===== config.mk =====
export PLATFORM = sky130hd
export DESIGN_NAME = cordic_sin_cos_degrees_q16
export DESIGN_NICKNAME = d
export VERILOG_FILES = /design/src/rtl/csdq_pkg.sv /design/src/rtl/csdq_front.sv /design/src/rtl/csdq_queue.sv /design/src/rtl/csdq_back.sv /design/src/rtl/cordic_sin_cos_degrees_q16.sv
export SDC_FILE = /design/constraint.sdc
export NUM_CORES = 2
export LEC_CHECK = 0
export BUFFER_PORTS_ARGS = -buffer_cell sky130_fd_sc_hd__buf_2
export CORE_MARGIN = 3
export CORE_UTILIZATION = 30
export CTS_BUF_LIST = sky130_fd_sc_hd__clkbuf_8
export CTS_CLUSTER_SIZE = 10
export DETAILED_ROUTE_END_ITERATION = 8
export PLACE_DENSITY = 0.41
export SYNTH_ARGS = -nofsm -noshare
export SYNTH_HDL_FRONTEND = slang
export SYNTH_SLANG_ARGS = --single-unit

===== constraint.sdc =====
create_clock -name i_clk -period 97.1 [get_ports i_clk]
set_input_delay 14.565 -clock i_clk [delete_from_list [all_inputs] [get_ports i_clk]]
set_output_delay 14.565 -clock i_clk [all_outputs]
set_load 0.05 [all_outputs]

===== src/rtl/csdq_pkg.sv =====
package csdq_pkg;

    // Field widths of the external channels.
    localparam int AngleW = 32;
    localparam int TrigW  = 18;

    // Internal widths. A reduced angle lies within +-90 degrees, so 24 signed bits hold it.
    // The accumulated angle stays below the sum of the arctangent table.
    // The rotating vector stays near 65540 in magnitude.
    localparam int DegW  = 24;
    localparam int AccW  = 24;
    localparam int XyW   = 20;
    localparam int TurnW = 26;

    // CORDIC step count.
    localparam int StepsMax     = 16;
    localparam int StepsDefault = 16;

    // Depth of the queue between the reduction front end and the rotation pipeline.
    localparam int QueueDepth = 4;

    // Angle constants in Q16.16 degrees.
    localparam logic signed [TurnW-1:0] HalfTurn    = 26'sd11796480;
    localparam logic signed [TurnW-1:0] FullTurn    = 26'sd23592960;
    localparam logic signed [TurnW-1:0] QuarterTurn = 26'sd5898240;

    // Whole degrees modulo 360. The 16 bit integer degree count is offset by 32768
    // to make it unsigned. Because 32768 mod 360 is 8, adding 352 keeps the residue.
    localparam int TurnDegrees  = 360;
    localparam int ModOffset    = 352;
    localparam int RecipShift   = 24;
    localparam int RecipMod360  = (1 << RecipShift) / TurnDegrees;

    // Prescaled start value of the x component.
    localparam logic signed [XyW-1:0] StartX = 20'sd39796;

    // Arctangent step table in Q16.16 degrees.
    localparam logic signed [AccW-1:0] AtanTable [StepsMax] = '{
        24'sd2949120, 24'sd1740963, 24'sd919876, 24'sd466945,
        24'sd234378,  24'sd117303,  24'sd58666,  24'sd29334,
        24'sd14667,   24'sd7333,    24'sd3666,   24'sd1833,
        24'sd458,     24'sd229,     24'sd114,    24'sd57
    };

    // One reduced angle on its way from the front end to the rotation pipeline.
    typedef struct packed {
        logic signed [DegW-1:0] deg;
        logic                   fold;
    } t_item;

endpackage


===== src/rtl/csdq_front.sv =====
module csdq_front (
    input  logic                                  i_clk,
    input  logic                                  i_rst_n,
    input  logic                                  i_valid,
    output logic                                  o_ready,
    input  logic signed [csdq_pkg::AngleW-1:0]    i_angle,
    output logic                                  o_push,
    input  logic                                  i_full,
    output csdq_pkg::t_item                       o_item
);
    import csdq_pkg::*;

    logic                     en;
    logic [16:0]              w_mod_in;
    logic [32:0]              w_prod;

    logic                     r_v1;
    logic [15:0]              r_low1;
    logic [16:0]              r_mod_in1;
    logic [31:0]              r_prod1;

    logic [7:0]               w_quot;
    logic [16:0]              w_q360;
    logic [16:0]              w_rem;
    logic [9:0]               w_rem10;
    logic [8:0]               w_whole;
    logic signed [TurnW-1:0]  w_red;
    logic signed [TurnW-1:0]  w_wrap;
    logic signed [TurnW-1:0]  w_fold_deg;
    logic                     w_fold;

    logic                     r_v2;
    t_item                    r_item;

    // The whole front end advances together whenever its last stage can hand off.
    assign en      = !r_v2 || !i_full;
    assign o_ready = en;
    assign o_push  = r_v2 && !i_full;
    assign o_item  = r_item;

    // Offset the whole degree count to an unsigned value with the same residue mod 360.
    assign w_mod_in = {1'b0, ~i_angle[31], i_angle[30:16]} + 17'(ModOffset);
    assign w_prod   = {16'd0, w_mod_in} * 33'(RecipMod360);

    always_ff @(posedge i_clk) begin
        if (!i_rst_n) begin
            r_v1 <= 1'b0;
        end else if (en) begin
            r_v1 <= i_valid;
        end
    end

    always_ff @(posedge i_clk) begin
        if (en) begin
            r_low1    <= i_angle[15:0];
            r_mod_in1 <= w_mod_in;
            r_prod1   <= w_prod[31:0];
        end
    end

    // The reciprocal estimate is the true quotient or one less, so one correction step suffices.
    always_comb begin
        w_quot  = r_prod1[31:24];
        w_q360  = 17'(w_quot) * 17'(TurnDegrees);
        w_rem   = r_mod_in1 - w_q360;
        w_rem10 = w_rem[9:0];
        if (w_rem10 >= 10'(TurnDegrees)) begin
            w_whole = 9'(w_rem10 - 10'(TurnDegrees));
        end else begin
            w_whole = w_rem10[8:0];
        end
        w_red = {1'b0, w_whole, r_low1};
        if (w_red > HalfTurn) begin
            w_wrap = w_red - FullTurn;
        end else begin
            w_wrap = w_red;
        end
        if (w_wrap > QuarterTurn) begin
            w_fold_deg = HalfTurn - w_wrap;
            w_fold     = 1'b1;
        end else if (w_wrap < -QuarterTurn) begin
            w_fold_deg = -HalfTurn - w_wrap;
            w_fold     = 1'b1;
        end else begin
            w_fold_deg = w_wrap;
            w_fold     = 1'b0;
        end
    end

    always_ff @(posedge i_clk) begin
        if (!i_rst_n) begin
            r_v2 <= 1'b0;
        end else if (en) begin
            r_v2 <= r_v1;
        end
    end

    always_ff @(posedge i_clk) begin
        if (en) begin
            r_item.deg  <= w_fold_deg[DegW-1:0];
            r_item.fold <= w_fold;
        end
    end

endmodule


===== src/rtl/csdq_queue.sv =====
module csdq_queue (
    input  logic            i_clk,
    input  logic            i_rst_n,
    input  logic            i_push,
    input  csdq_pkg::t_item i_item,
    output logic            o_full,
    input  logic            i_pop,
    output logic            o_valid,
    output csdq_pkg::t_item o_item
);
    import csdq_pkg::*;

    localparam int PtrW = $clog2(QueueDepth);
    localparam int CntW = $clog2(QueueDepth + 1);

    t_item            r_mem [QueueDepth];
    logic [PtrW-1:0]  r_wr_ptr;
    logic [PtrW-1:0]  r_rd_ptr;
    logic [CntW-1:0]  r_count;

    assign o_full  = (r_count == CntW'(QueueDepth));
    assign o_valid = (r_count != '0);
    assign o_item  = r_mem[r_rd_ptr];

    always_ff @(posedge i_clk) begin
        if (i_push) begin
            r_mem[r_wr_ptr] <= i_item;
        end
    end

    always_ff @(posedge i_clk) begin
        if (!i_rst_n) begin
            r_wr_ptr <= '0;
            r_rd_ptr <= '0;
            r_count  <= '0;
        end else begin
            if (i_push) begin
                r_wr_ptr <= (r_wr_ptr == PtrW'(QueueDepth - 1)) ? '0 : r_wr_ptr + 1'b1;
            end
            if (i_pop) begin
                r_rd_ptr <= (r_rd_ptr == PtrW'(QueueDepth - 1)) ? '0 : r_rd_ptr + 1'b1;
            end
            if (i_push && !i_pop) begin
                r_count <= r_count + 1'b1;
            end else if (i_pop && !i_push) begin
                r_count <= r_count - 1'b1;
            end
        end
    end

endmodule


===== src/rtl/csdq_back.sv =====
module csdq_back #(
    parameter int STEPS = csdq_pkg::StepsDefault
) (
    input  logic                                 i_clk,
    input  logic                                 i_rst_n,
    input  logic                                 i_valid,
    output logic                                 o_pop,
    input  csdq_pkg::t_item                      i_item,
    output logic                                 o_valid,
    input  logic                                 i_ready,
    output logic signed [csdq_pkg::TrigW-1:0]    o_sine,
    output logic signed [csdq_pkg::TrigW-1:0]    o_cosine
);
    import csdq_pkg::*;

    logic                     en;

    logic                     r_v    [STEPS];
    logic signed [XyW-1:0]    r_x    [STEPS];
    logic signed [XyW-1:0]    r_y    [STEPS];
    logic signed [AccW-1:0]   r_acc  [STEPS];
    logic signed [DegW-1:0]   r_deg  [STEPS];
    logic                     r_fold [STEPS];

    logic signed [XyW-1:0]    w_x_out;
    logic                     r_out_v;
    logic signed [TrigW-1:0]  r_sine;
    logic signed [TrigW-1:0]  r_cosine;

    // The pipeline moves as one unit unless the output register holds an untaken result.
    assign en       = !r_out_v || i_ready;
    assign o_pop    = en && i_valid;
    assign o_valid  = r_out_v;
    assign o_sine   = r_sine;
    assign o_cosine = r_cosine;

    for (genvar g = 0; g < STEPS; g++) begin : g_stage
        logic                   v_in;
        logic signed [XyW-1:0]  x_in;
        logic signed [XyW-1:0]  y_in;
        logic signed [AccW-1:0] acc_in;
        logic signed [DegW-1:0] deg_in;
        logic                   fold_in;
        logic signed [XyW-1:0]  n_x;
        logic signed [XyW-1:0]  n_y;
        logic signed [AccW-1:0] n_acc;

        if (g == 0) begin : g_first
            assign v_in    = i_valid;
            assign x_in    = StartX;
            assign y_in    = '0;
            assign acc_in  = '0;
            assign deg_in  = i_item.deg;
            assign fold_in = i_item.fold;
        end else begin : g_next
            assign v_in    = r_v[g-1];
            assign x_in    = r_x[g-1];
            assign y_in    = r_y[g-1];
            assign acc_in  = r_acc[g-1];
            assign deg_in  = r_deg[g-1];
            assign fold_in = r_fold[g-1];
        end

        // Equal residual and accumulated angle rotates in the negative direction.
        always_comb begin
            if (deg_in > acc_in) begin
                n_x   = x_in - (y_in >>> g);
                n_y   = y_in + (x_in >>> g);
                n_acc = acc_in + AtanTable[g];
            end else begin
                n_x   = x_in + (y_in >>> g);
                n_y   = y_in - (x_in >>> g);
                n_acc = acc_in - AtanTable[g];
            end
        end

        always_ff @(posedge i_clk) begin
            if (!i_rst_n) begin
                r_v[g] <= 1'b0;
            end else if (en) begin
                r_v[g] <= v_in;
            end
        end

        always_ff @(posedge i_clk) begin
            if (en) begin
                r_x[g]    <= n_x;
                r_y[g]    <= n_y;
                r_acc[g]  <= n_acc;
                r_deg[g]  <= deg_in;
                r_fold[g] <= fold_in;
            end
        end
    end

    assign w_x_out = r_fold[STEPS-1] ? -r_x[STEPS-1] : r_x[STEPS-1];

    always_ff @(posedge i_clk) begin
        if (!i_rst_n) begin
            r_out_v <= 1'b0;
        end else if (en) begin
            r_out_v <= r_v[STEPS-1];
        end
    end

    always_ff @(posedge i_clk) begin
        if (en) begin
            r_sine   <= r_y[STEPS-1][TrigW-1:0];
            r_cosine <= w_x_out[TrigW-1:0];
        end
    end

endmodule


===== src/rtl/cordic_sin_cos_degrees_q16.sv =====
// Sine and cosine of an angle given in degrees, CORDIC in rotation mode.
// The input channel (i_valid, o_ready, i_angle) takes one signed Q16.16 angle
// per request, where 65536 stands for one degree. Every request yields exactly
// one result on the output channel (o_valid, i_ready, o_sine, o_cosine), both
// in signed Q2.16 with 65536 standing for 1.0, in the order the angles came.
// A front end folds the angle into +-90 degrees over two register stages,
// then a four-entry queue hands it to a rotation pipeline of STEPS stages
// followed by an output register. Throughput is one request per cycle while
// the receiver keeps i_ready high; each CORDIC step is its own stage, so
// the step count sets latency only.
// When the receiver holds i_ready low, the result stays on the outputs and the
// rotation pipeline stops. The queue keeps absorbing front-end results until
// it fills, and only then does o_ready fall.
// Reset is synchronous and active low. It empties every stage and the queue.
// There is no other state, so no warm-up pass follows reset.
module cordic_sin_cos_degrees_q16 #(
    parameter int STEPS = csdq_pkg::StepsDefault
) (
    input  logic                                 i_clk,
    input  logic                                 i_rst_n,
    input  logic                                 i_valid,
    output logic                                 o_ready,
    input  logic signed [csdq_pkg::AngleW-1:0]   i_angle,
    output logic                                 o_valid,
    input  logic                                 i_ready,
    output logic signed [csdq_pkg::TrigW-1:0]    o_sine,
    output logic signed [csdq_pkg::TrigW-1:0]    o_cosine
);
    import csdq_pkg::*;

    // Front end to queue.
    logic   w_push;
    logic   w_full;
    t_item  w_front_item;

    // Queue to rotation pipeline.
    logic   w_q_valid;
    logic   w_pop;
    t_item  w_q_item;

    // Turn reduction and the fold into +-90 degrees. The fold flag rides along
    // with the angle so that the rotation pipeline can negate the cosine at its end.
    csdq_front u_front (
        .i_clk   (i_clk),
        .i_rst_n (i_rst_n),
        .i_valid (i_valid),
        .o_ready (o_ready),
        .i_angle (i_angle),
        .o_push  (w_push),
        .i_full  (w_full),
        .o_item  (w_front_item)
    );

    // The queue lets the front end keep accepting while the output is stalled.
    csdq_queue u_queue (
        .i_clk   (i_clk),
        .i_rst_n (i_rst_n),
        .i_push  (w_push),
        .i_item  (w_front_item),
        .o_full  (w_full),
        .i_pop   (w_pop),
        .o_valid (w_q_valid),
        .o_item  (w_q_item)
    );

    // One micro-rotation per stage, then the output register.
    csdq_back #(
        .STEPS (STEPS)
    ) u_back (
        .i_clk    (i_clk),
        .i_rst_n  (i_rst_n),
        .i_valid  (w_q_valid),
        .o_pop    (w_pop),
        .i_item   (w_q_item),
        .o_valid  (o_valid),
        .i_ready  (i_ready),
        .o_sine   (o_sine),
        .o_cosine (o_cosine)
    );

endmodule


### Word level (Yosys, flattened, before mapping)

Memories as Yosys holds them, arrays and structs flattened. A register that Yosys moved wholly into a read port is not among the register bits.
Cells that the tools add are included.

| storage, ports and cells | value |
|---|---|
| register bits | 110 |
| bits in latches | 0 |
| memory bits (writable) | 1540 |
| ROM bits | 0 |
| logic and storage cells | 257 |
| memories kept | 7 |

| cells by class | value |
|---|---|
| add/subtract/negate cells | 101 |
| multipliers | 2 |
| div/mod/pow operators | 0 |
| $lt $le $gt $ge | 20 |
| equal/unequal tests | 3 |
| shift-type cells | 0 |
| mux-type cells | 82 |
| bitwise logic cells | 17 |
| reduce and logical (&&, ||, !) cells | 14 |

Memories:

| memory | depth | bits a word | rd ports | clocked after memory_dff | write ports | line | text |
|---|---|---|---|---|---|---|---|
| u_back.r_acc | 16 | 24 | 15 | 0 | 16 | csdq_back.sv:21 | `logic signed [AccW-1:0] r_acc [STEPS];` |
| u_back.r_deg | 16 | 24 | 15 | 0 | 16 | csdq_back.sv:22 | `logic signed [DegW-1:0] r_deg [STEPS];` |
| u_back.r_x | 16 | 20 | 16 | 0 | 16 | csdq_back.sv:19 | `logic signed [XyW-1:0] r_x [STEPS];` |
| u_back.r_y | 16 | 20 | 16 | 1 | 16 | csdq_back.sv:20 | `logic signed [XyW-1:0] r_y [STEPS];` |
| u_queue.r_mem | 4 | 25 | 1 | 1 | 1 | csdq_queue.sv:16 | `t_item r_mem [QueueDepth];` |
| u_back.r_fold | 16 | 1 | 16 | 0 | 16 | csdq_back.sv:23 | `logic r_fold [STEPS];` |
| +1 memories | -- | -- | -- | -- | -- | -- |  |

Operators by type and width:

| kind | number |
|---|---|
| 2-to-1 mux 20 bit | 31 |
| 2-to-1 mux 24 bit | 18 |
| > comparator 24 bit | 15 |
| subtractor 24 bit (first input constant) | 2 |
| adder 20 x 10 -> 20 bit | 2 |
| adder 20 x 11 -> 20 bit | 2 |
| adder 20 x 12 -> 20 bit | 2 |
| adder 20 x 13 -> 20 bit | 2 |
| adder 20 x 14 -> 20 bit | 2 |
| adder 20 x 15 -> 20 bit | 2 |
| adder 20 x 16 -> 20 bit | 2 |
| adder 20 x 17 -> 20 bit | 2 |
| adder 20 x 18 -> 20 bit | 2 |
| adder 20 x 19 -> 20 bit | 2 |
| adder 20 x 5 -> 20 bit | 2 |
| adder 20 x 6 -> 20 bit | 2 |
| adder 20 x 7 -> 20 bit | 2 |
| adder 20 x 8 -> 20 bit | 2 |
| adder 20 x 9 -> 20 bit | 2 |
| subtractor 20 x 10 -> 20 bit | 2 |
| subtractor 20 x 11 -> 20 bit | 2 |
| subtractor 20 x 12 -> 20 bit | 2 |
| subtractor 20 x 13 -> 20 bit | 2 |
| subtractor 20 x 14 -> 20 bit | 2 |
| 70 further kinds | 133 |

### Logic depth before layout (Yosys ltp)

| depth | value |
|---|---|
| depth after elaboration | 9 |
| mapped depth | 30 |
| mapped depth without buffers | 29 |

### By module

From an unflattened synthesis, not the netlist that was laid out.

| unflattened totals | value |
|---|---|
| cells, all modules | 9819 |
| area, all modules | 103753.3 µm² |

Modules (own cells, without submodules):

| module | times used | cells each | area an instance (µm²) |
|---|---|---|---|
| csdq_back | 1 | 8916 | 92034.5 |
| csdq_front | 1 | 728 | 7608.5 |
| csdq_queue | 1 | 175 | 4110.2 |

### Worst setup path after synthesis

No wires, ideal clock.

| timing | value |
|---|---|
| kind | in2reg |
| from | input i_ready |
| to | memory u_back.r_v[10] (data pin) |
| library setup time | 333 ps |
| arrival time | 52375 ps |
| slack | 44392 ps |
| stages | 4 |
| path buffers | 1 |
| path through | nor2b_1 inv_1 clkbuf_1 and3_1 |

RTL lines:

| element | line | text |
|---|---|---|
| start: declaration | cordic_sin_cos_degrees_q16.sv:25 | `input logic i_ready,` |
| end: declaration | csdq_back.sv:18 | `logic r_v [STEPS];` |

### Worst setup path in the final report

| timing | value |
|---|---|
| from | input i_angle[21] in the netlist's numbering |
| to | register u_front.r_prod1[30] (data pin) |

| between the ends | value |
|---|---|
| longest elaborated chain between the ends | 2 |

RTL lines:

| element | line | text |
|---|---|---|
| start: declaration | cordic_sin_cos_degrees_q16.sv:23 | `input logic signed [csdq_pkg::AngleW-1:0] i_angle,` |
| adder 16 x 9 -> 17 bit | csdq_front.sv:42 | `assign w_mod_in = {1'b0, ~i_angle[31], i_angle[30:16]} + 17'(ModOffset);` |
| named net u_front.w_mod_in[5] | csdq_front.sv:14 | `logic [16:0] w_mod_in;` |
| multiplier 17 x 16 -> 32 bit | csdq_front.sv:43 | `assign w_prod = {16'd0, w_mod_in} * 33'(RecipMod360);` |
| named net u_front.w_prod[30] | csdq_front.sv:15 | `logic [32:0] w_prod;` |
| end signal: assignment | csdq_front.sv:57 | `r_prod1 <= w_prod[31:0];` |
| end: declaration | csdq_front.sv:20 | `logic [31:0] r_prod1;` |

The timed path passes the listed nets, and every way through them passes these cells.
A chain may end at the register's enable or synchronous reset.

==> impl_results.md <==
* Status: completed
* CTS Buf Count at 297
* Number of global-route vias before repair at 71.1k
* DPL Wire Length at 188000 um
* Die Height at 588 um
* DRT Wirelength at 240000 um
* Layout area overhead at 11.6%
* Dpl cell area at 0.108 mm2
* Register Area at 0.0445 mm2
* CP max stage delay at 0.56 ns
* Cell Count, Final, Fillers Out at 14.5k
* Critical path class: in -> reg
* Critical Path AT at 21.76 ns
* Final net count at 11.2k
* Rel. slew slack at 28.9%
* Clock tree buffer depth at 4
* CTS sink cnt at 1486
* Post-route minimum period at 21.05 ns
* Total number of vias at 68.0k
* Mapped Cells at 9380
* Commonest non-fill, non-tap cells in the layout: edfxtp_1 (1473), ha_1 (1321), inv_1 (908)
* Fillers at 33.8k
* Adder-cell area share of the yosys netlist at 18.7%
* Netlist cell types at 91
* First-pass GRT wire length at 385000 um
* Endpoints failing hold at 0
* DR pass1 iterations at 6
* Synthesized-area fraction occupied by and/or/nand/nor cells at 10.8%
* Die ar. at 0.346 mm2
* Post-synth top flop: edfxtp_1
* Reg clk slew, reported paths at 0.06 ns
* Yosys top cell by area: edfxtp_1
* Synth Area in XOR/XNOR at 8.80%
* TNS Setup at 0 ns
* Die Width at 588 um
* Slew Limit Fails at 0
* Remaining DRCs at 0
* EDFF count, synth at 1473
* Post-CTS Setup Bufs at 0
* Max Cap Viol at 0
* Fmax at 47.5 MHz
* Crit Path Max Fanout at 5
* Reg2reg path depth at 29
* Post-route cell area at 0.113 mm2
* Routed WL per cell at 16.6 um
* Post-synth ARST share at 0%
* Share of layout cells above drive strength 1 at 6.71%
* Core Rows at 213
* Area of the multi-input gates at 0.0537 mm2
* Largest net degree at the start of global routing at 180
* DR iter-0 viols at 2475
* Mux share of post-synthesis cell area at 1.61%
* Worst path slowest cell: xnor2_1
* CP Capture Type: flop
* Via-per-instance ratio at 4.70
* Synth Area in Compound Gates at 12.8%
* Global placer's final weighted congestion at 0.811
* Min-delay worst type: reg -> reg
* Largest cells by area after synthesis: edfxtp_1 (43%), ha_1 (16%), xnor2_1 (6.3%), a21oi_1 (3.2%), inv_1 (3.1%)
* #FFs+latches synth at 1486
* Clk_skew at 0.0460 ns
* CTS tree: built
* Syn. warnings at 0
* Total GRT Usage at 13.7%
* PostCTS Resize Cnt at 0
* Worst slew pin tran at 1.07 ns
* Largest family of logic cells by synthesized area: adder cells
* Port buffer count at 73
* # setup viols final at 0
* Initial antenna violation count at 2
* Hold_buf cts at 0
* Core Region at 0.337 mm2
* Startpoint Class: input port
* WHS Path Cells at 0
* Mean Syn Cell Area at 10.8 um2
* Area share of the largest cell type after synthesis at 43.5%
* RSZ-0062 raised after global routing: no
* Starting density of the core at 30.2%
* Area of the mapped netlist at 0.102 mm2
* CTS root buf: clkbuf_8
* Top Ports at 74
* Required time worst endpoint at 97.81 ns
* Mapped Nets at 10.9k
* Fin util at 33.7%
* Total grt overflow at 0
* Crit share post-route at 21.7%
* Routed Antenna Nets at 0
* Clock latency on the worst-skew pair at 0.97 ns
* DP Cell Count at 13.9k
* Seq/Total Area, Yosys at 43.8%
* Most common cell after layout, fill and taps aside: edfxtp_1
* H-tree depth at 5
## cell usage after synthesis, types with 8 or more instances
cell type / instances
xnor2_1: 733
clkbuf_1: 74
or4_1: 16
nand2_1: 492
o31a_1: 12
nand3_1: 200
xor2_1: 277
a41oi_1: 21
buf_1: 10
and3_1: 75
mux2_2: 47
nand2b_1: 107
fa_1: 123
nor3b_1: 8
a211o_1: 11
a21o_1: 267
o21a_1: 109
a21boi_0: 68
nor4b_1: 13
nor2b_1: 155
or2_2: 38
o21bai_1: 125
nand4_1: 78
nor4_1: 38
dfxtp_1: 13
a31oi_1: 59
nand3b_1: 14
a211oi_1: 92
a31o_2: 13
nor3_1: 256
o2111ai_1: 27
a21oi_1: 646
mux4_2: 25
nor2_1: 720
ha_1: 1321
edfxtp_1: 1473
o41ai_1: 29
o31ai_1: 55
o21ai_0: 401
inv_1: 845
mux2i_1: 53
o211ai_1: 34
and2_1: 36
or3_1: 55
## per-layer routing
metal,vias up,share of wire [%],track usage (%)
li1,34900,-,-
met1,31900,42,15.7
met2,789,52,26.1
met3,385,2.6,1.72
met4,0,2.7,4.20
met5,-,0,0
## worst max-delay path, delay by kind of cell
| family | cells | cell delay, ns |
|---|---|---|
| XOR/XNOR | 2 | 0.64 |
| adder cells (fa/ha/maj) | 8 | 3.67 |
| AND/OR/NAND/NOR | 1 | 0.13 |
| AO/OA/AOI/OAI | 11 | 2.42 |
| buffers and inverters | 4 | 0.31 |
## metrics by stage
step	hold WS, ns	setup WS (ns)
final	0.419	76.05
after detailed placement	0.405	74.94
after CTS	0.413	76.08
after global placement	0.405	74.85
after floorplan	0.400	44.39
after global routing	0.423	75.71
## worst paths after layout
check                          startpoint                       endpoint  slack, ns
max reg2reg  u_back.r_acc[9][1]$_DFFE_PN_   u_back.r_y[10][18]$_DFFE_PN_      88.91
min reg2reg    u_back.r_fold[9]$_DFFE_PN_    u_back.r_fold[10]$_DFFE_PN_       0.42
min            u_back.r_fold[9]$_DFFE_PN_    u_back.r_fold[10]$_DFFE_PN_       0.42
max                           i_angle[21]  u_front.r_prod1[30]$_DFFE_PP_      76.05
## layout make-up
| cell class | count | area share, % |
|---|---|---|
| clock buffers | 301 | 3.65 |
| well taps | 4515 | 4.98 |
| flip-flops and latches | 1486 | 39.2 |
| multi-input cells | 6958 | 47.4 |
| repair buffers | 120 | 0.666 |
| inverters | 849 | 2.81 |
| diodes | 1 | 0.00221 |
| clock inverters | 221 | 1.32 |
## flip-flops by register name, summed over array words and instances, names as in the netlist, 9 cells and up, named ones only
signal / count
u_front.r_low1: 16
u_front.o_item: 25
u_back.o_cosine: 18
u_queue.r_mem: 100
u_back.r_acc: 307
u_back.r_deg: 360
u_back.r_x: 287
u_back.o_sine: 18
u_front.r_mod_in1: 9
u_back.r_fold: 16
u_back.r_v: 16
u_back.r_y: 294
## kinds of logic (layout without fill, tap and decap cells)
kind of cell,count (synthesis),in the layout
compound gates,2054,2054
xor+xnor,1015,1015
fa+ha+maj,1444,1444
buf+inv,936,1491
flops,1486,1486
mux,126,126
other cells,1,2
simple gates,2318,2318
Power is left out: the tool's default activity adds up to more than one toggle a clock period on the data nets, which glitch-free logic cannot reach.
